File: src/rtl/pdd_cell.sv
// ----------------------------------------------------------------------------
// pdd_cell
// One coordinate of the distance chain: squares the difference between the
// lowest coordinate of the passing sample and its candidate coordinate, adds
// it to the running sum and hands the shifted sample to the next cell.
// ----------------------------------------------------------------------------
module pdd_cell #(
	parameter int COORD_BITS = 16,
	parameter int NDIM       = 4,
	parameter int DIST_W     = 34
) (
	input  logic                       clk,
	input  logic                       arst_n,
	input  logic                       en,
	input  logic [COORD_BITS-1:0]      coord,
	input  logic                       in_valid,
	input  logic [NDIM*COORD_BITS-1:0] in_sample,
	input  logic [DIST_W-1:0]          in_dist,
	output logic                       out_valid,
	output logic [NDIM*COORD_BITS-1:0] out_sample,
	output logic [DIST_W-1:0]          out_dist
);

	localparam int SW   = NDIM * COORD_BITS;
	localparam int SQ_W = 2 * COORD_BITS;

	logic [COORD_BITS-1:0] own;
	logic [COORD_BITS-1:0] diff;
	logic                  valid_s1;
	logic [SQ_W-1:0]       sq_s1;
	logic [DIST_W-1:0]     dist_s1;
	logic [SW-1:0]         sample_s1;
	logic                  valid_s2;
	logic [DIST_W-1:0]     dist_s2;
	logic [SW-1:0]         sample_s2;

	assign own  = in_sample[COORD_BITS-1:0];
	assign diff = (own >= coord) ? (own - coord) : (coord - own);

	always_ff @(posedge clk or negedge arst_n) begin
		if (!arst_n) begin
			valid_s1 <= 1'b0;
			valid_s2 <= 1'b0;
		end else begin
			valid_s1 <= in_valid;
			valid_s2 <= valid_s1;
		end
	end

	always_ff @(posedge clk) begin
		sq_s1     <= en ? (SQ_W'(diff) * SQ_W'(diff)) : '0;
		dist_s1   <= in_dist;
		sample_s1 <= in_sample >> COORD_BITS;
		dist_s2   <= dist_s1 + DIST_W'(sq_s1);
		sample_s2 <= sample_s1;
	end

	assign out_valid  = valid_s2;
	assign out_sample = sample_s2;
	assign out_dist   = dist_s2;

endmodule

File: config.mk
export PLATFORM = sky130hd
export DESIGN_NAME = pdd_cell
export DESIGN_NICKNAME = d
export VERILOG_FILES = /design/src/rtl/pdd_cell.sv
export SDC_FILE = /design/constraint.sdc
export NUM_CORES = 1
export LEC_CHECK = 0
export BUFFER_PORTS_ARGS = -buffer_cell sky130_fd_sc_hd__buf_2
export CAP_MARGIN = 20
export CORE_MARGIN = 8
export CORE_UTILIZATION = 42
export DETAILED_ROUTE_END_ITERATION = 10
export PLACE_DENSITY = 0.75
export SLEW_MARGIN = 20
export SYNTH_ARGS = -nofsm -noshare
export SYNTH_HDL_FRONTEND = slang
export SYNTH_SLANG_ARGS = --single-unit
File: constraint.sdc
create_clock -name clk -period 2.5 [get_ports clk]
set_clock_uncertainty 0.2 [all_clocks]
set_input_delay 0.125 -clock clk [delete_from_list [all_inputs] [get_ports clk]]
set_output_delay 0.125 -clock clk [all_outputs]
set_load 0.01 [all_outputs]
==> results of run 1 <==
[worst register-to-register path: cells and delay by family (launching register included)]
kind / cells / cell delay, ns
simple gates: 3 / 0.73
flops: 1 / 0.34
fa+ha+maj: 1 / 0.25
compound gates: 6 / 1.16
[kinds of logic after synthesis]
kind of cell | Yosys count | synth area share
fa+ha+maj | 326 | 0.366
buf+inv | 324 | 0.0926
simple gates | 307 | 0.0969
compound gates | 247 | 0.112
flops | 197 | 0.272
xor+xnor | 76 | 0.0499
mux | 14 | 0.0102
other cells | 1 | 0.000258
[final cells by class]
cell class	instances	area [sq um]
Fill cell	2445	12200
Multi-Input combinational cell	986	10800
Timing Repair Buffer	688	5150
Sequential cell	197	3970
Inverter	278	1080
Tap cell	455	569
Clock buffer	18	429
Clock inverter	14	134
[metrics by stage]
step | setup slack (ns) | TNS, ns | hold WS (ns) | instances
floorplan | -4.83 | -116.68 | -0.371 | 1507
global placement | -5.25 | -133.06 | -0.267 | 2445
detailed placement | -5.43 | -137.99 | -0.261 | 2445
CTS | -4.76 | -116.50 | 0.109 | 2612
global route | -5.09 | -125.44 | 0.113 | 2636
finish | -4.85 | -118.04 | 0.123 | 2636
[Yosys cell counts, types with 7 or more instances]
library cell	count	area share
inv_1	271	0.070
dfxtp_1	195	0.27
fa_1	165	0.23
ha_1	161	0.14
nor2_1	107	0.028
nand2_1	89	0.023
a21oi_1	78	0.027
xnor2_1	46	0.028
o21ai_0	44	0.015
a21o_1	43	0.022
nand2b_1	32	0.014
xor2_1	23	0.014
buf_4	18	0.0093
nand3_1	14	0.0048
o21bai_1	14	0.0072
nor3_1	13	0.0045
a31oi_1	12	0.0052
buf_2	12	0.0041
mux2i_1	10	0.0069
nand4_1	10	0.0043
and2_1	9	0.0039
or2_2	9	0.0039
clkbuf_1	8	0.0021
a211oi_1	7	0.0036
and3_1	7	0.0030
o21a_1	7	0.0036
[routing by layer]
| layer | vias up | GRT usage | share of wire |
|---|---|---|---|
| met5 | - | 0 | 0 |
| met4 | 0 | 0.0660 | 0.028 |
| met3 | 83 | 0.0320 | 0.051 |
| met2 | 396 | 0.387 | 0.52 |
| met1 | 6117 | 0.233 | 0.40 |
| li1 | 6089 | - | - |
[final timing paths]
kind | start | slack, ns | cells past startpoint | endpoint
max in group asynchronous | arst_n | 1.55 | 3 | valid_s1$_DFF_PN0_
max | in_sample[15] | -4.85 | 38 | sq_s1[27]$_SDFF_PN0_
min in group asynchronous | arst_n | 0.39 | 3 | out_valid$_DFF_PN0_
min reg2reg | sample_s1[42]$_DFF_P_ | 0.12 | 0 | out_sample[42]$_DFF_P_
min | sample_s1[42]$_DFF_P_ | 0.12 | 0 | out_sample[42]$_DFF_P_
max reg2reg | dist_s1[11]$_DFF_P_ | -0.22 | 10 | out_dist[33]$_DFF_P_
[state kept, by name, summed over array words and instances (netlist names)]
signal and flops:
out_dist 34, sq_s1 31, out_sample 48, out_valid 1
dist_s1 34, sample_s1 48, valid_s1 1
[cells in the final DEF (no fill, tap or decap), types with 9 or more instances in the layout]
cell type	instances
a21o_1	42
a21oi_1	50
a21oi_2	26
buf_2	197
buf_4	343
buf_6	58
clkbuf_16	17
conb_1	16
dfxtp_1	185
dfxtp_2	10
dlygate4sd3_1	86
fa_1	159
ha_1	116
ha_4	40
inv_1	232
inv_2	38
nand2_1	69
nand2_2	12
nand2b_1	30
nand3_1	11
nand4_1	10
nor2_1	90
nor2_2	11
nor3_1	9
o21ai_0	26
o21ai_2	9
o21bai_1	14
xnor2_1	33
xnor2_2	14
xor2_1	21
[what timing repair did]
item | CTS | global route
buffers inserted | 57 | 29
hold endpoints to repair | 94 | 0
pin swaps | 111 | 89
hold buffers | 86 | 0
cloned | 0 | 0
endpoints found under the setup margin | 43 | 45
resized for setup | 191 | 110
==> summary.txt, run 1 <==
Outcome
  • Status: finished with violations
  • Failing checks: setup timing

Logic synthesis
  • Synth cell types: between 70 and 80
  • Syn_area_per_cell: a little under 10 sq um
  • Cells after Synth: about 1,500
  • Ys Warns: 0
  • Main synth FF type: dfxtp_1
  • Seq/Total Area, Yosys: 0.272
  • Yosys reg bits: slightly below 200
  • Post-synth EDFFs: 0
  • FFs w/ async S/R, synth: 0.0102
  • Mapped cell area: about 15,000 sq um

Worst setup path
  • Worst Path Buf+Inv: 13
  • Worst Path Required: between 2 and 3 ns
  • Critical path fanouts, max: 6
  • Crit path largest cell delay: approximately 0.53 ns
  • CP Data Arrival Time: between 7 and 8 ns
  • Crit Path Class: in -> reg
  • Worst Setup End Kind: flip-flop
  • Top Family by Delay on Critical Path: adder cells
  • Crit-path most repeated cell: buf_6
  • CP Launch Type: input pin
  • CP max-delay cell: fa_1

Run
  • MaxCap Viol Count: 0

Routing
  • DR pass1 iterations: 5
  • Via Count: between 10,000 and 15,000
  • Post-route ant nets: 0
  • DR vias/cell: 4.81
  • DRC: 0
  • 1st-iter DRT viols: 601
  • WL per Instance: about 17 um
  • Overall routed net length: approximately 44,000 um

Hold path
  • Hold Path Class: reg -> reg

CTS
  • H-tree Lvls: 4
  • Worst skew pair latency: 0.43 ns
  • TritonCTS clock tree: done
  • Clock-pin slew on the worst setup and hold paths: around 0.070 ns
  • Root Buffer: clkbuf_16
  • Inserted Clock Buffers: 17
  • TritonCTS Sinks: around 200
  • Clock tree buffer depth: 2

Timing
  • Slew @ Worst Pin: 0.755 ns
  • Fin worst setup slack: -4.85 ns
  • Final min period: 7.35 ns
  • Tcrit/Tclk final: 2.94
  • Achievable Freq: approximately 140 MHz
  • Hold Vio Cnt, Final: 0
  • Slew margin rel.: 0.496
  • # setup viols final: 37
  • RSZ-0062 raised after global routing: yes
  • Final Max Slew Viols: 0

GRT
  • First-pass GRT wire length: 69,300 um
  • Overflow after GRT: 0
  • Largest net degree at the start of global routing: 23
  • Antenna violations before repair: 0
  • Vias in the first global route: between 10,000 and 15,000
  • Gr usage total: 0.205

Final layout
  • Nets: 2,612
  • Area grow syn2layout: 52.3%
  • ANT cells: 0
  • Finished Cell Area: between 20,000 and 25,000 sq um
  • Final Util: 0.645
  • Layout cell share with drive strength beyond 1: 0.418

Floorplanning
  • Width of the die: just over 200 um
  • Core area: between 30,000 and 40,000 sq um
  • Die Y: 202 um
  • I/O pin cnt: 217
  • Initial Util: 0.423
  • Die Area: a little over 40,000 sq um
  • Num rows: between 60 and 70

Placed design
  • Post-DP HPWL: 31,900 um
  • Port Buffers: 200
  • Cell Area, Placed: 18,800 sq um
  • Gpl congestion: roughly 0.9
Power of run 1 is not shown: default switching activity piles up to over one toggle a cycle in this logic, so the estimate is an artifact.
==> run 2: changes to the inputs <==
Settings changed: CORE_UTILIZATION 42 to 50, PLACE_DENSITY 0.75 to 0.85.
==> run 2 against run 1 <==
The flow now stops in global routing; area after synthesis stayed put; synthesized cell count stayed put.
==> summary.txt, run 2 <==
Logic synthesis
  • Yosys reg bits: a little under 200
  • Area leader, netlist: dfxtp_1
  • Top cells by area, synth: dfxtp_1 27%, fa_1 23%, ha_1 14%
  • Share of the synthesized area in the top cell type: 0.269
  • Count leader, synth: inv_1
  • Post-synth EDFFs: 0
  • Mapped cell area: ~15,000 sq um
  • Post-synth top cells: 271 x inv_1, 195 x dfxtp_1, 165 x fa_1
  • Seq/Total Area, Yosys: 0.272
  • Main synth FF type: dfxtp_1
  • Ys Warns: 0
  • Syn_area_per_cell: about 9.7 sq um
  • FFs w/ async S/R, synth: 0.0102
  • Synth cell types: 72
  • Cells after Synth: roughly 1,500

CTS
  • Clock tree buffer depth: 2
  • TritonCTS Sinks: ~200
  • Inserted Clock Buffers: 17
  • H-tree Lvls: 4
  • Root Buffer: clkbuf_16

Placed design
  • Port Buffers: 200
  • Gpl congestion: a little over 0.9
  • Post-DP HPWL: roughly 34,000 um

Timing
  • GRT worst endpoint: sq_s1[19]$_SDFF_PN0_/D
  • Worst endpoint type: sequential cell input

Outcome
  • Last stage: global routing
  • Error msg: [ERROR GRT-0232] Routing congestion too high. Check the congestion heatmap in the GUI.
  • Status: did not finish

GRT
  • Largest net degree at the start of global routing: 23
  • Antenna violations before repair: 16
  • Gr usage total: 0.639
  • Overflow after GRT: 10

Floorplanning
  • Num rows: 62
  • Width of the die: approximately 190 um
  • Die Y: about 190 um
  • Initial Util: 0.507
  • I/O pin cnt: between 200 and 250
run 2: cells by family after synthesis:
| kind of cell | synth area share |
|---|---|
| buffers and inverters | 0.0926 |
| AND/OR/NAND/NOR | 0.0969 |
| AO/OA/AOI/OAI | 0.112 |
| other | 0.000258 |
| XOR/XNOR | 0.0499 |
| multiplexers | 0.0102 |
| flip-flops | 0.272 |
| adder cells (fa/ha/maj) | 0.366 |
run 2: metrics by stage:
step,utilization,area [sq um],TNS (ns),setup WS [ns],std cells
after CTS,0.750,21500,-115.76,-4.72,2541
after detailed placement,0.654,18700,-142.85,-5.56,2373
after global placement,0.654,18700,-135.02,-5.30,2373
after floorplan,-,15100,-116.68,-4.83,1507
run 2: timing repair:
action	4_1_cts
pin swaps	149
setup endpoints to repair	46
endpoints found under the hold margin	94
setup buffers	58
hold buffers	86
cloned	2
gates resized for setup	215
run 2: metal layers:
layer / track usage / GRT overflow
met3: 0.596 / 0
met4: 0.634 / 6
met2: 0.757 / 4
met5: 0.393 / 0
met1: 0.588 / 0
==> run 3: changes to the inputs <==
Settings changed: CORE_UTILIZATION 50 to 35, PLACE_DENSITY 0.85 to unset, PLACE_DENSITY_LB_ADDON set to 0.15.
Clock period 2.5 ns to 3.25 ns, I/O delays scaled along.
==> run 3 against run 2 <==
The flow now finishes, with violations (setup timing).
==> summary.txt, run 3 (same netlist as run 1, synthesis figures left out) <==
CTS
  • Root Buffer: clkbuf_16
  • TritonCTS Sinks: a little under 200
  • Inserted Clock Buffers: 17
  • TritonCTS clock tree: done
  • Clock tree buffer depth: 2
  • H-tree Lvls: 4
  • Worst skew pair latency: 0.44 ns
  • Clock-pin slew on the worst setup and hold paths: about 0.080 ns

Worst setup path
  • Crit Path Class: in -> reg
  • CP Data Arrival Time: about 7.3 ns
  • Worst Path Required: 3.35 ns
  • Worst Setup End Kind: flip-flop
  • Critical path launch point: in_sample[0]
  • Critical path fanouts, max: 5
  • Crit path largest cell delay: 0.54 ns
  • CP Launch Type: input pin
  • CP max-delay cell: fa_1
  • Reg-to-Reg Start: sq_s1[0]$_SDFF_PN0_

Timing
  • Slew @ Worst Pin: 0.754 ns
  • RSZ-0062 raised after global routing: yes
  • # setup viols final: 29
  • Hold Vio Cnt, Final: 0
  • Slew margin rel.: 0.497
  • Tcrit/Tclk final: 2.22
  • Achievable Freq: between 100 and 150 MHz
  • Final min period: between 7 and 8 ns
  • Fin worst setup slack: -3.97 ns
  • Final Max Slew Viols: 0

Placed design
  • Post-DP HPWL: ~31,000 um
  • Placed cell count: roughly 2,500
  • Cell Area, Placed: approximately 19,000 sq um
  • Gpl congestion: 0.845
  • Port Buffers: 200

Final layout
  • Leading cell type in the layout, fill and taps excluded: buf_4
  • Finished Cell Area: between 20,000 and 25,000 sq um
  • Nets: between 2,000 and 3,000
  • Layout cell share with drive strength beyond 1: 0.388
  • Multi-input combinational cell area: ~11,000 sq um
  • Fillers: between 3,000 and 4,000
  • Most frequent cells in the layout: 282 x buf_4, 231 x inv_1, 198 x buf_2
  • ANT cells: 0
  • Fin cells: 2,643
  • Seq. cell area: just under 4000 sq um
  • Area grow syn2layout: 48.1%

Hold path
  • Min-delay src: sample_s1[21]$_DFF_P_
  • Hold Path Class: reg -> reg

GRT
  • Overflow after GRT: 0
  • Largest net degree at the start of global routing: 23
  • Gr usage total: 0.160
  • First-pass GRT wire length: 63,300 um
  • Vias in the first global route: between 10,000 and 15,000
  • Antenna violations before repair: 0

Run
  • MaxCap Viol Count: 0

Routing
  • DR pass1 iterations: 5
  • Via Count: about 12,000
  • Overall routed net length: roughly 38,000 um
  • 1st-iter DRT viols: about 380
  • DR vias/cell: 4.39
  • WL per Instance: around 14 um
  • DRC: 0
  • Post-route ant nets: 0

Floorplanning
  • Width of the die: roughly 220 um
  • Initial Util: 0.355
  • Num rows: 74
  • Die Area: between 40,000 and 50,000 sq um
  • I/O pin cnt: about 220
  • Die Y: between 200 and 250 um
  • Core area: 40,900 sq um

Outcome
  • Failing checks: setup timing
  • Status: finished with violations
==> run 3: path summary, 6_finish.rpt <==
kind	to	slack (ns)	depth (start not counted)
max	sq_s1[27]$_SDFF_PN0_	-3.97	38
min	out_sample[21]$_DFF_P_	0.12	0
max in group asynchronous	valid_s1$_DFF_PN0_	2.32	3
max reg2reg	out_dist[32]$_DFF_P_	0.26	11
min in group asynchronous	out_valid$_DFF_PN0_	0.41	3
min reg2reg	out_sample[21]$_DFF_P_	0.12	0
==> run 3: final cells by class <==
| class | instances | share of cell area |
|---|---|---|
| clock buffers | 17 | 0.0198 |
| inverters | 278 | 0.0500 |
| flip-flops and latches | 197 | 0.184 |
| well taps | 532 | 0.0309 |
| repair buffers | 618 | 0.214 |
| clock inverters | 15 | 0.00867 |
| multi-input cells | 986 | 0.493 |
==> run 3: what timing repair did <==
| item | CTS | global route |
|---|---|---|
| endpoints found under the hold margin | 94 | 0 |
| pin swaps | 93 | 60 |
| resized for setup | 134 | 132 |
| hold buffers | 86 | 0 |
| setup buffers | 36 | 15 |
| gates cloned | 0 | 0 |
| endpoints found under the setup margin | 29 | 30 |
==> run 3: per-stage QoR <==
step | hold slack [ns] | util | worst slack, ns | setup TNS [ns]
floorplan | -0.333 | - | -4.11 | -95.90
global placement | -0.252 | 0.453 | -4.67 | -114.47
detailed placement | -0.251 | 0.453 | -4.80 | -117.13
CTS | 0.126 | 0.510 | -4.02 | -94.41
global route | 0.133 | 0.526 | -4.31 | -102.51
finish | 0.124 | 0.526 | -3.97 | -94.87
==> run 3: layer usage <==
layer | track usage | share of wire | vias to the layer above
li1 | - | - | 5934
met1 | 0.199 | 0.45 | 5429
met2 | 0.287 | 0.49 | 211
met3 | 0.0177 | 0.038 | 40
met4 | 0.0468 | 0.018 | 0
met5 | 0 | 0 | -
==> run 3: worst max-delay path: cells and delay by family <==
family | cells | cell delay [ns]
AOI/OAI and AO/OA | 8 | 1.30
xor gates and xnor gates | 2 | 0.44
adders and majority gates | 9 | 3.73
buffers and inverters | 13 | 0.99
muxes | 1 | 0.20
and+or+nand+nor | 5 | 0.49
Power of run 3 is left out for the same reason.
